--- src/hw/rtl/owbm_pkg.sv ---
// Package for the 1-Wire bit-level bus master core.
// Holds shared types, opcode and register-index codes, and reset defaults.
// No dependencies.
package owbm_pkg;

   // Configuration register file
   localparam int unsigned CFG_W      = 10;
   localparam int unsigned NUM_REGS   = 8;
   localparam int unsigned REG_IDX_W  = 3;
   localparam int unsigned APB_DATA_W = 32;
   localparam int unsigned APB_ADDR_W = 5;

   // Timer and read recovery defaults
   localparam int unsigned TIMER_WIDTH_DEF       = 10;
   localparam int unsigned READ_RECOVER_TIME_DEF = 55;

   // Depth of the queue between front and back
   localparam int unsigned QUEUE_DEPTH = 2;

   // Opcodes
   localparam logic [1:0] OP_RESET = 2'd0;
   localparam logic [1:0] OP_WRITE = 2'd1;
   localparam logic [1:0] OP_READ  = 2'd2;

   // Register indexes
   localparam logic [REG_IDX_W-1:0] REG_RESET_LOW      = 3'd0;
   localparam logic [REG_IDX_W-1:0] REG_PRESENCE_SMPL  = 3'd1;
   localparam logic [REG_IDX_W-1:0] REG_RESET_RECOVER  = 3'd2;
   localparam logic [REG_IDX_W-1:0] REG_SHORT_LOW      = 3'd3;
   localparam logic [REG_IDX_W-1:0] REG_WR1_RELEASE    = 3'd4;
   localparam logic [REG_IDX_W-1:0] REG_WR0_LOW        = 3'd5;
   localparam logic [REG_IDX_W-1:0] REG_WR0_RELEASE    = 3'd6;
   localparam logic [REG_IDX_W-1:0] REG_READ_SMPL      = 3'd7;

   // Register reset values
   localparam logic [CFG_W-1:0] RST_RESET_LOW     = 10'd480;
   localparam logic [CFG_W-1:0] RST_PRESENCE_SMPL = 10'd70;
   localparam logic [CFG_W-1:0] RST_RESET_RECOVER = 10'd410;
   localparam logic [CFG_W-1:0] RST_SHORT_LOW     = 10'd6;
   localparam logic [CFG_W-1:0] RST_WR1_RELEASE   = 10'd64;
   localparam logic [CFG_W-1:0] RST_WR0_LOW       = 10'd60;
   localparam logic [CFG_W-1:0] RST_WR0_RELEASE   = 10'd10;
   localparam logic [CFG_W-1:0] RST_READ_SMPL     = 10'd9;

   // Bus slot phases
   typedef enum logic [2:0] {
      PH_IDLE   = 3'd0,
      PH_LOW    = 3'd1,
      PH_SPACE  = 3'd2,
      PH_SAMPLE = 3'd3,
      PH_TAIL   = 3'd4
   } phase_type;

   // Classified tick from the front
   typedef struct packed {
      logic       start;
      logic [1:0] opcode;
      logic       write_bit;
      logic       line_level;
   } tick_type;

   // Timing registers as seen by the engine
   typedef struct packed {
      logic [CFG_W-1:0] reset_low_time;
      logic [CFG_W-1:0] presence_sample_time;
      logic [CFG_W-1:0] reset_recover_time;
      logic [CFG_W-1:0] short_low_time;
      logic [CFG_W-1:0] write_one_release_time;
      logic [CFG_W-1:0] write_zero_low_time;
      logic [CFG_W-1:0] write_zero_release_time;
      logic [CFG_W-1:0] read_sample_time;
   } cfg_type;

endpackage

--- src/hw/rtl/owbm_csr.sv ---
// Configuration register file with an APB-style slave port.
// Depends on owbm_pkg.
module owbm_csr (
   input  logic                              clock,
   input  logic                              reset,
   input  logic                              psel,
   input  logic                              penable,
   input  logic                              pwrite,
   input  logic [owbm_pkg::APB_ADDR_W-1:0]   paddr,
   input  logic [owbm_pkg::APB_DATA_W-1:0]   pwdata,
   output logic [owbm_pkg::APB_DATA_W-1:0]   prdata,
   output logic                              pready,
   output owbm_pkg::cfg_type                 cfg
);
   import owbm_pkg::*;

   logic [CFG_W-1:0]     regs_ff [NUM_REGS];
   logic [REG_IDX_W-1:0] idx;
   logic                 wr_en;

   assign idx    = paddr[APB_ADDR_W-1:2];
   assign wr_en  = psel && penable && pwrite;
   assign pready = 1'b1;

   // Register writes, defaults on reset
   always_ff @(posedge clock) begin
      if (reset) begin
         regs_ff[REG_RESET_LOW]     <= RST_RESET_LOW;
         regs_ff[REG_PRESENCE_SMPL] <= RST_PRESENCE_SMPL;
         regs_ff[REG_RESET_RECOVER] <= RST_RESET_RECOVER;
         regs_ff[REG_SHORT_LOW]     <= RST_SHORT_LOW;
         regs_ff[REG_WR1_RELEASE]   <= RST_WR1_RELEASE;
         regs_ff[REG_WR0_LOW]       <= RST_WR0_LOW;
         regs_ff[REG_WR0_RELEASE]   <= RST_WR0_RELEASE;
         regs_ff[REG_READ_SMPL]     <= RST_READ_SMPL;
      end else if (wr_en) begin
         regs_ff[idx] <= pwdata[CFG_W-1:0];
      end
   end

   // Read back
   assign prdata = {{(APB_DATA_W-CFG_W){1'b0}}, regs_ff[idx]};

   // Named view for the engine
   assign cfg.reset_low_time          = regs_ff[REG_RESET_LOW];
   assign cfg.presence_sample_time    = regs_ff[REG_PRESENCE_SMPL];
   assign cfg.reset_recover_time      = regs_ff[REG_RESET_RECOVER];
   assign cfg.short_low_time          = regs_ff[REG_SHORT_LOW];
   assign cfg.write_one_release_time  = regs_ff[REG_WR1_RELEASE];
   assign cfg.write_zero_low_time     = regs_ff[REG_WR0_LOW];
   assign cfg.write_zero_release_time = regs_ff[REG_WR0_RELEASE];
   assign cfg.read_sample_time        = regs_ff[REG_READ_SMPL];

endmodule

--- src/hw/rtl/owbm_front.sv ---
// Front end: accepts tick transactions, classifies the command, and queues them.
// Depends on owbm_pkg.
module owbm_front (
   input  logic               clock,
   input  logic               reset,
   input  logic               req_valid,
   output logic               req_stall,
   input  logic               req_command_valid,
   input  logic [1:0]         req_opcode,
   input  logic               req_write_bit,
   input  logic               req_line_level,
   output logic               q_valid,
   output owbm_pkg::tick_type q_tick,
   input  logic               q_pop
);
   import owbm_pkg::*;

   localparam int unsigned PTR_W = (QUEUE_DEPTH > 1) ? $clog2(QUEUE_DEPTH) : 1;
   localparam int unsigned CNT_W = $clog2(QUEUE_DEPTH + 1);

   tick_type         queue_ff [QUEUE_DEPTH];
   logic [PTR_W-1:0] wr_ptr_ff, wr_ptr_in;
   logic [PTR_W-1:0] rd_ptr_ff, rd_ptr_in;
   logic [CNT_W-1:0] count_ff, count_in;
   logic             push;
   tick_type         cls;

   function automatic logic [PTR_W-1:0] ptr_inc(input logic [PTR_W-1:0] p);
      if (p == PTR_W'(QUEUE_DEPTH - 1)) return '0;
      else return p + PTR_W'(1);
   endfunction

   // Classify: only a defined opcode can start a command
   always_comb begin
      cls.start      = req_command_valid &&
                       (req_opcode == OP_RESET || req_opcode == OP_WRITE ||
                        req_opcode == OP_READ);
      cls.opcode     = req_opcode;
      cls.write_bit  = req_write_bit;
      cls.line_level = req_line_level;
   end

   assign req_stall = (count_ff == CNT_W'(QUEUE_DEPTH));
   assign push      = req_valid && !req_stall;
   assign q_valid   = (count_ff != '0);
   assign q_tick    = queue_ff[rd_ptr_ff];

   // Pointer and fill bookkeeping
   always_comb begin
      wr_ptr_in = push  ? ptr_inc(wr_ptr_ff) : wr_ptr_ff;
      rd_ptr_in = q_pop ? ptr_inc(rd_ptr_ff) : rd_ptr_ff;
      count_in  = count_ff + CNT_W'(push) - CNT_W'(q_pop);
   end

   always_ff @(posedge clock) begin
      if (reset) begin
         wr_ptr_ff <= '0;
         rd_ptr_ff <= '0;
         count_ff  <= '0;
      end else begin
         wr_ptr_ff <= wr_ptr_in;
         rd_ptr_ff <= rd_ptr_in;
         count_ff  <= count_in;
      end
   end

   // Queue storage
   always_ff @(posedge clock) begin
      if (push) begin
         queue_ff[wr_ptr_ff] <= cls;
      end
   end

endmodule

--- src/hw/rtl/owbm_engine.sv ---
// Back end: bus slot sequencer with tick timer and registered result stage.
// Depends on owbm_pkg.
module owbm_engine #(
   parameter int unsigned TIMER_WIDTH       = owbm_pkg::TIMER_WIDTH_DEF,
   parameter int unsigned READ_RECOVER_TIME = owbm_pkg::READ_RECOVER_TIME_DEF
) (
   input  logic               clock,
   input  logic               reset,
   input  owbm_pkg::cfg_type  cfg,
   input  logic               q_valid,
   input  owbm_pkg::tick_type q_tick,
   output logic               q_pop,
   output logic               rsp_valid,
   input  logic               rsp_stall,
   output logic               rsp_drive_low,
   output logic               rsp_busy_res,
   output logic               rsp_done_res,
   output logic               rsp_result_bit
);
   import owbm_pkg::*;

   localparam int unsigned TW     = TIMER_WIDTH;
   localparam int unsigned TMAX   = (1 << TW) - 1;
   localparam int unsigned CMP_W  = ((TW > CFG_W) ? TW : CFG_W) + 1;
   localparam int unsigned RR_CL  = (READ_RECOVER_TIME == 0) ? 1 :
                                    ((READ_RECOVER_TIME > TMAX) ? TMAX : READ_RECOVER_TIME);
   localparam logic [TW-1:0] TMAX_V = '1;
   localparam logic [TW-1:0] RR_LEN = TW'(RR_CL);

   phase_type     phase_ff, phase_in, ph_cur;
   logic [TW-1:0] tick_ff, tick_in, tc_cur;
   logic [1:0]    op_ff, op_cur;
   logic          bit_ff, bit_cur;
   logic          cap_ff, cap_cur, cap_in;
   logic          start;
   logic [TW-1:0] low_len, space_len, tail_len;
   logic          drive, busy, done;
   logic          fire;

   // Zero length counts as one tick, long lengths saturate to the timer
   function automatic logic [TW-1:0] clamp_len(input logic [CFG_W-1:0] v);
      logic [CMP_W-1:0] wide;
      wide = CMP_W'(v);
      if (v == '0) return TW'(1);
      else if (wide > CMP_W'(TMAX)) return TMAX_V;
      else return TW'(v);
   endfunction

   assign fire  = q_valid && (!rsp_valid || !rsp_stall);
   assign q_pop = fire;

   // Command launch from idle on the same tick
   always_comb begin
      start   = (phase_ff == PH_IDLE) && q_tick.start;
      op_cur  = start ? q_tick.opcode : op_ff;
      bit_cur = start ? ((q_tick.opcode == OP_WRITE) && q_tick.write_bit) : bit_ff;
      cap_cur = start ? 1'b0 : cap_ff;
   end

   // Phase lengths for the active command
   always_comb begin
      if (op_cur == OP_RESET) low_len = clamp_len(cfg.reset_low_time);
      else if (op_cur == OP_WRITE && !bit_cur) low_len = clamp_len(cfg.write_zero_low_time);
      else low_len = clamp_len(cfg.short_low_time);

      space_len = clamp_len((op_cur == OP_RESET) ? cfg.presence_sample_time
                                                 : cfg.read_sample_time);

      if (op_cur == OP_WRITE)
         tail_len = clamp_len(bit_cur ? cfg.write_one_release_time
                                      : cfg.write_zero_release_time);
      else if (op_cur == OP_RESET)
         tail_len = clamp_len(cfg.reset_recover_time);
      else
         tail_len = RR_LEN;

      ph_cur = start ? PH_LOW : phase_ff;
      tc_cur = start ? (low_len - TW'(1)) : tick_ff;
   end

   // Next state
   always_comb begin
      phase_in = ph_cur;
      tick_in  = tc_cur;
      cap_in   = cap_cur;
      case (ph_cur)
         PH_LOW: begin
            if (tc_cur == '0) begin
               if (op_cur == OP_WRITE) begin
                  phase_in = PH_TAIL;
                  tick_in  = tail_len - TW'(1);
               end else begin
                  phase_in = PH_SPACE;
                  tick_in  = space_len - TW'(1);
               end
            end else begin
               tick_in = tc_cur - TW'(1);
            end
         end
         PH_SPACE: begin
            if (tc_cur == '0) phase_in = PH_SAMPLE;
            else tick_in = tc_cur - TW'(1);
         end
         PH_SAMPLE: begin
            // Presence is active low; read samples the level as is
            cap_in = (op_cur == OP_RESET) ? !q_tick.line_level : q_tick.line_level;
            if (tail_len == TW'(1)) begin
               phase_in = PH_IDLE;
            end else begin
               phase_in = PH_TAIL;
               tick_in  = tail_len - TW'(2);
            end
         end
         PH_TAIL: begin
            if (tc_cur == '0) phase_in = PH_IDLE;
            else tick_in = tc_cur - TW'(1);
         end
         default: begin
            phase_in = PH_IDLE;
         end
      endcase
   end

   // Outputs for this tick
   always_comb begin
      drive = 1'b0;
      busy  = 1'b0;
      done  = 1'b0;
      case (ph_cur)
         PH_LOW: begin
            drive = 1'b1;
            busy  = 1'b1;
         end
         PH_SPACE: begin
            busy = 1'b1;
         end
         PH_SAMPLE: begin
            busy = 1'b1;
            done = (tail_len == TW'(1));
         end
         PH_TAIL: begin
            busy = 1'b1;
            done = (tc_cur == '0);
         end
         default: begin
            busy = 1'b0;
         end
      endcase
   end

   // Sequencer state
   always_ff @(posedge clock) begin
      if (reset) begin
         phase_ff <= PH_IDLE;
         tick_ff  <= '0;
         op_ff    <= '0;
         bit_ff   <= 1'b0;
         cap_ff   <= 1'b0;
      end else if (fire) begin
         phase_ff <= phase_in;
         tick_ff  <= tick_in;
         op_ff    <= op_cur;
         bit_ff   <= bit_cur;
         cap_ff   <= cap_in;
      end
   end

   // Result register
   always_ff @(posedge clock) begin
      if (reset) begin
         rsp_valid <= 1'b0;
      end else if (fire) begin
         rsp_valid <= 1'b1;
      end else if (!rsp_stall) begin
         rsp_valid <= 1'b0;
      end
   end

   always_ff @(posedge clock) begin
      if (fire) begin
         rsp_drive_low  <= drive;
         rsp_busy_res   <= busy;
         rsp_done_res   <= done;
         rsp_result_bit <= done && cap_in;
      end
   end

endmodule

--- src/hw/rtl/one_wire_bit_master_core.sv ---
// Top level of the 1-Wire bit-level bus master.
// Depends on owbm_pkg, owbm_csr, owbm_front and owbm_engine.
//
//   Channel  Direction  Handshake            Carries
//   req_     in         req_valid/req_stall  one tick: command, opcode, write bit, line level
//   rsp_     out        rsp_valid/rsp_stall  one tick: drive, busy, done, result bit
//   APB      in/out     psel/penable/pready  eight 10-bit timing registers
//
// One tick transaction per unstalled clock cycle sustained; a result is presented once
// its tick has passed the queue slot (written at the accepting edge) and the result register.
// The sequencer handles one tick per unstalled cycle; the two-entry queue absorbs rsp_stall.
// Reset is synchronous: sequencer idle, queue empty, registers back to defaults.
// req_stall rises only when the queue is full; a stalled result holds steady.
module one_wire_bit_master_core #(
   parameter int unsigned TIMER_WIDTH       = owbm_pkg::TIMER_WIDTH_DEF,
   parameter int unsigned READ_RECOVER_TIME = owbm_pkg::READ_RECOVER_TIME_DEF
) (
   input  logic                             clock,
   input  logic                             reset,
   // Tick input
   input  logic                             req_valid,
   output logic                             req_stall,
   input  logic                             req_command_valid,
   input  logic [1:0]                       req_opcode,
   input  logic                             req_write_bit,
   input  logic                             req_line_level,
   // Tick result
   output logic                             rsp_valid,
   input  logic                             rsp_stall,
   output logic                             rsp_drive_low,
   output logic                             rsp_busy_res,
   output logic                             rsp_done_res,
   output logic                             rsp_result_bit,
   // Configuration
   input  logic                             psel,
   input  logic                             penable,
   input  logic                             pwrite,
   input  logic [owbm_pkg::APB_ADDR_W-1:0]  paddr,
   input  logic [owbm_pkg::APB_DATA_W-1:0]  pwdata,
   output logic [owbm_pkg::APB_DATA_W-1:0]  prdata,
   output logic                             pready
);
   import owbm_pkg::*;

   cfg_type  cfg;
   logic     q_valid;
   tick_type q_tick;
   logic     q_pop;

   owbm_csr u_csr (
      .clock   (clock),
      .reset   (reset),
      .psel    (psel),
      .penable (penable),
      .pwrite  (pwrite),
      .paddr   (paddr),
      .pwdata  (pwdata),
      .prdata  (prdata),
      .pready  (pready),
      .cfg     (cfg)
   );

   owbm_front u_front (
      .clock             (clock),
      .reset             (reset),
      .req_valid         (req_valid),
      .req_stall         (req_stall),
      .req_command_valid (req_command_valid),
      .req_opcode        (req_opcode),
      .req_write_bit     (req_write_bit),
      .req_line_level    (req_line_level),
      .q_valid           (q_valid),
      .q_tick            (q_tick),
      .q_pop             (q_pop)
   );

   owbm_engine #(
      .TIMER_WIDTH       (TIMER_WIDTH),
      .READ_RECOVER_TIME (READ_RECOVER_TIME)
   ) u_engine (
      .clock          (clock),
      .reset          (reset),
      .cfg            (cfg),
      .q_valid        (q_valid),
      .q_tick         (q_tick),
      .q_pop          (q_pop),
      .rsp_valid      (rsp_valid),
      .rsp_stall      (rsp_stall),
      .rsp_drive_low  (rsp_drive_low),
      .rsp_busy_res   (rsp_busy_res),
      .rsp_done_res   (rsp_done_res),
      .rsp_result_bit (rsp_result_bit)
   );

endmodule

--- config.mk ---
export PLATFORM = sky130hd
export DESIGN_NAME = one_wire_bit_master_core
export DESIGN_NICKNAME = d
export VERILOG_FILES = /design/src/hw/rtl/owbm_pkg.sv /design/src/hw/rtl/owbm_csr.sv /design/src/hw/rtl/owbm_front.sv /design/src/hw/rtl/owbm_engine.sv /design/src/hw/rtl/one_wire_bit_master_core.sv
export SDC_FILE = /design/constraint.sdc
export NUM_CORES = 1
export LEC_CHECK = 0
export ABC_AREA = 1
export BUFFER_PORTS_ARGS = -buffer_cell sky130_fd_sc_hd__buf_2
export CORE_ASPECT_RATIO = 0.6
export CORE_MARGIN = 2
export CORE_UTILIZATION = 55
export DETAILED_ROUTE_END_ITERATION = 8
export HOLD_SLACK_MARGIN = 0.08
export PLACE_DENSITY = 0.82
export SETUP_SLACK_MARGIN = 0.4
export SLEW_MARGIN = 10
export SYNTH_ARGS = -nofsm -noshare
export SYNTH_HDL_FRONTEND = slang
export SYNTH_SLANG_ARGS = --single-unit
--- constraint.sdc ---
create_clock -name clock -period 10.3 [get_ports clock]
set_input_delay 2.06 -clock clock [delete_from_list [all_inputs] [get_ports clock]]
set_output_delay 2.06 -clock clock [all_outputs]
set_load 0.01 [all_outputs]
== After elaboration in Yosys (flattened, before gate mapping) ==
Memory sizes are Yosys's and may differ from the RTL's. A register that Yosys moved wholly into a read port is not among the register bits.
Index checks and enable logic that the tools add are counted.
Word-level totals
  memories: 2
  output and inout port bits: 39
  input port bits: 49
  memory bits (writable): 90
  logic and storage cells: 115
  bits in registers: 26
Cells by class
  reduce and logical (&&, ||, !) cells: 31
  $add $sub $neg: 9
  equal/unequal tests: 11
  muxes and demuxes: 49
Memory list
  u_csr.regs_ff: words 8, bits a word 10, read ports 9, clocked after memory_dff 0, write ports 8, line owbm_csr.sv:17  | logic [CFG_W-1:0] regs_ff [NUM_REGS];
  u_front.queue_ff: words 2, bits a word 5, read ports 1, clocked after memory_dff 1, write ports 1, line owbm_front.sv:21  | tick_type queue_ff [QUEUE_DEPTH];
Operators by type and width (number)
  two-way mux 10 bit: 18
  logical NOT 10 bit: 7
  subtractor 10 x 1 -> 10 bit (second input constant): 4
  case mux 10 bit (3 select lines): 1
  two-way mux 3 bit: 7
  two-way mux 1 bit: 20
  case mux 3 bit (4 select lines): 1
  == test 10 x 1 -> 1 bit (second input constant): 1
  OR reduction 10 bit: 1
  subtractor 10 x 2 -> 10 bit (second input constant): 1
  logical AND 1 bit: 9
  == test 2 x 1 -> 1 bit (second input constant): 3
  == test 3 x 2 -> 1 bit (second input constant): 2
  logical NOT 1 bit: 5
  == test 2 bit (second input constant): 2
  logical NOT 2 bit: 2
  OR reduction 4 bit: 1
  == test 3 x 1 -> 1 bit (second input constant): 1
  == test 3 bit (second input constant): 1
  logical NOT 3 bit: 1
  logical OR 1 bit: 3
  adder 1 bit (second input constant): 2
  adder 2 x 1 -> 2 bit: 1
  two-way mux 2 bit: 1
  5 further kinds: 5

== Logic depth before layout (Yosys ltp) ==
  depth after elaboration: 12
  gate-level depth with buffers: 31
  mapped depth without buffers: 29

== Hierarchy ==
Synthesis repeated with hierarchy kept, for this count alone.
Second synthesis, totals
  cell total of the unflattened synthesis: 1138
  area, all modules: 8239.2 sq um
Modules (own cells, without submodules)
  owbm_csr: times used 1, area an instance 4026.4 sq um, cells an instance 457
  owbm_engine: times used 1, area an instance 3612.2 sq um, cells an instance 631
  owbm_front: times used 1, area an instance 600.6 sq um, cells an instance 50

== Worst setup path after synthesis ==
Ideal clock, no wire load.
  path kind: input to output
  start point: input paddr[2] (netlist bit)
  end point: output prdata[8] (netlist bit)
  cell stages on the path: 6
  arrival time: 3.167 ns
  setup slack: 5.073 ns
  cell sequence: inv_1 nor3_1 inv_1 o22ai_1 a221oi_1 nand4_1
Between the ends
  cells in the longest elaborated chain, start to end: 1
RTL lines
  from (decl): line one_wire_bit_master_core.sv:38  | input logic [owbm_pkg::APB_ADDR_W-1:0] paddr,
  memory read (8 x 10 bit)
  to (decl): line one_wire_bit_master_core.sv:40  | output logic [owbm_pkg::APB_DATA_W-1:0] prdata,
No other way between the ends.

== Worst setup path in the final report ==
  start point: input paddr[2] (netlist bit)
  end point: output prdata[0] (netlist bit)
The elaborated chain is that of the path after synthesis.

==> results by group <==
Outcome
  • Status: finished clean

Worst setup path
  • CP cell instances: buf_2 -> inv_1 -> nor3_1 -> inv_1 -> o22ai_1 -> a221oi_1 -> nand4_1 -> buf_2
  • R2R cell count: 25
  • Buf+Inv Stages, Crit Path: 4
  • Top Family by Delay on Critical Path: simple AND/OR/NAND/NOR gates
  • CP max stage delay: 0.87 ns
  • Slowest CP cell: nor3_1
  • CP Launch Type: input pin
  • R2r endpoint: u_engine.tick_ff[8]$_SDFFE_PP0P_
  • Crit Path Class: input pin to primary output
  • Worst-path fanout max: 9
  • Worst reg-to-reg setup slack: 5.58 ns
  • CP endpoint kind: primary output
  • Worst path arrival time: 4.05 ns
  • CP Data Required Time: 8.24 ns

Place
  • Hpwl dp: 18000 µm
  • PortBufs: 40
  • Gpl congestion: 1.04
  • Cell Area, Placed: 7930 µm²

Timing
  • Final setup viols: 0
  • Final worst path period need: 6.11 ns
  • Slew Limit Fails: 0
  • Setup TNS: 0 ns
  • Clk_skew: 0.0129 ns
  • Achievable Freq: 164 MHz
  • Relative slew slack: 0.207
  • Crit share post-route: 0.593
  • RSZ-0062 raised after global routing: false
  • Worst hold slack: 0.463 ns
  • Worst slew pin tran: 1.18 ns
  • Final hold violations: 0

Floorplanning
  • Initial Utilization: 0.564
  • DIE HEIGHT: 95.7 µm
  • Die width: 157 µm
  • Die footprint: 15000 µm²
  • Ports: 88
  • Core Area: 13700 µm²
  • # rows: 33

Yosys
  • Top cell type by total area after synthesis: edfxtp_1
  • Yosys top cell area share: 0.366
  • Synth warnings: 0
  • Post-Syn Area per Cell: 7.64 µm²
  • Top FF cell, synth: edfxtp_1
  • Cell Area, Synth: 7700 µm²
  • Register area share after synthesis: 0.426
  • Post-synthesis async set-or-reset flop share: 0
  • Count of different cell masters after synthesis: 51
  • Synth top area cells: edfxtp_1 37%, nand2_1 11%, inv_1 6.5%
  • Post-Syn Instances: 1008
  • Synth Register Bits: 117
  • Number of synthesized flops with an enable pin: 94

Finish
  • Fin area: 8480 µm²
  • Filler Cells Inserted: 1237
  • Layout cell share with drive strength beyond 1: 0.137
  • Diode count: 0
  • Final core utilization: 0.621
  • Final net count: 1104
  • Area grow syn2layout: 10.1%

CTS
  • Hold Buf Count CTS: 0
  • CTS tree: yes
  • Clock Pin Slew Worst Setup and Hold Paths: 0.06 ns
  • Setup bufs post-CTS: 0
  • CTS H-tree lvls: 4
  • CTS root buf: clkbuf_16
  • Clock buffer count from CTS: 17
  • Post_cts resized: 0
  • Clock Tree Buf Depth: 2
  • Clk_lat worst skew: 0.41 ns
  • CTS sink count: 117

Power
  • Leakage: 0.00375 µW
  • Total Power Consumption: 2880 µW
  • Worst VDD drop: 0.195 mV
  • PwrDens: 340 nW/µm²

Detailed routing
  • Drt pass-1 iters: 7
  • Vias/cell: 5.88
  • WL final: 23600 µm
  • Wire per inst: 18.8 µm
  • Vias: 7351
  • DRC violation count after routing: 0
  • Antenna Violating Nets Remaining: 0
  • DRT iter0 DRCs: 1042

Run
  • Max-Cap Viols: 0

Global routing
  • GRT Total Usage: 0.329
  • Initial antenna violation count: 0
  • Global-route wire length before repair: 36000 µm
  • Grt total ovfl: 0
  • Largest net degree at the start of global routing: 35
  • Vias in the first global route: 6385

Min path
  • Hold Crit Start: u_front.rd_ptr_ff$_SDFFE_PP0P_
  • Hold Crit Class: register to register
  • Hold Path Cell Cnt: 1
## placed cells by master (no fill, tap or decap), types with 40 or more instances in the layout
master	instances
buf_2	40
a21oi_1	43
o21ai_0	47
nand2_1	223
nor2_1	129
inv_1	134
edfxtp_1	94
nand3_1	58
## kinds of logic (layout without fill, tap and decap cells)
logic type,after synthesis,in the layout,synth area share
adder cells (fa/ha/maj),10,10,0.0162
AO/OA/AOI/OAI,163,163,0.128
buffers and inverters,195,224,0.114
AND/OR/NAND/NOR,508,508,0.300
other,2,23,0.000975
flip-flops,117,117,0.426
multiplexers,1,1,0.00130
XOR/XNOR,12,12,0.0136
## per-stage QoR
stage	std cells	worst slack [ns]
after floorplan	1029	5.07
after global placement	1218	4.40
after detailed placement	1218	4.35
after CTS	1250	4.34
after global routing	1250	4.14
final	1250	4.19
## state kept, by name, indices dropped and copies added, names as in the netlist, 2 cells and up, named ones only
name / cells
u_engine.tick_ff: 10
u_front.queue_ff: 10
u_front.count_ff: 2
u_engine.phase_ff: 3
u_engine.op_ff: 2
u_csr.regs_ff: 80
## cell usage after synthesis (all sizes together) (3+ instances only)
cell	n
o21ai	61
nor3	12
a31oi	3
a21oi	43
or2	11
nand4	23
nand3	63
clkinv	6
nor2	142
ha	10
dfxtp	23
o2111ai	3
o211ai	5
xor2	11
a21boi	3
buf	35
a221oi	13
nor4	5
edfxtp	94
nand2	250
clkbuf	10
inv	144
o22ai	12
a22oi	11
## power breakdown
group	internal [µW]	switching, µW
sequential	583	42.4
combinational	486	1210
clock	332	231
## worst max-delay path by stage
stage	from	endpoint	slack [ns]	depth (start not counted)
final	paddr[2]	prdata[0]	4.19	8
after global placement	paddr[2]	prdata[0]	4.40	8
after floorplan	paddr[2]	prdata[8]	5.07	6
after CTS	paddr[2]	prdata[0]	4.34	8
after global routing	paddr[2]	prdata[0]	4.14	8
after detailed placement	paddr[2]	prdata[0]	4.35	8
## layer usage
metal,track usage,share of wire
met5,0.0340,0.0028
met4,0.0612,0.014
met3,0.153,0.18
met2,0.429,0.37
met1,0.489,0.43
## area by class of cell
cell class	instances	area, µm²	share of cell area
well taps	192	240	0.0283
multi-input cells	717	3620	0.427
flip-flops and latches	117	3280	0.387
clock inverters	15	130	0.0153
inverters	150	566	0.0667
repair buffers	42	215	0.0254
clock buffers	17	425	0.0501
(Power assumes the default switching activity.)
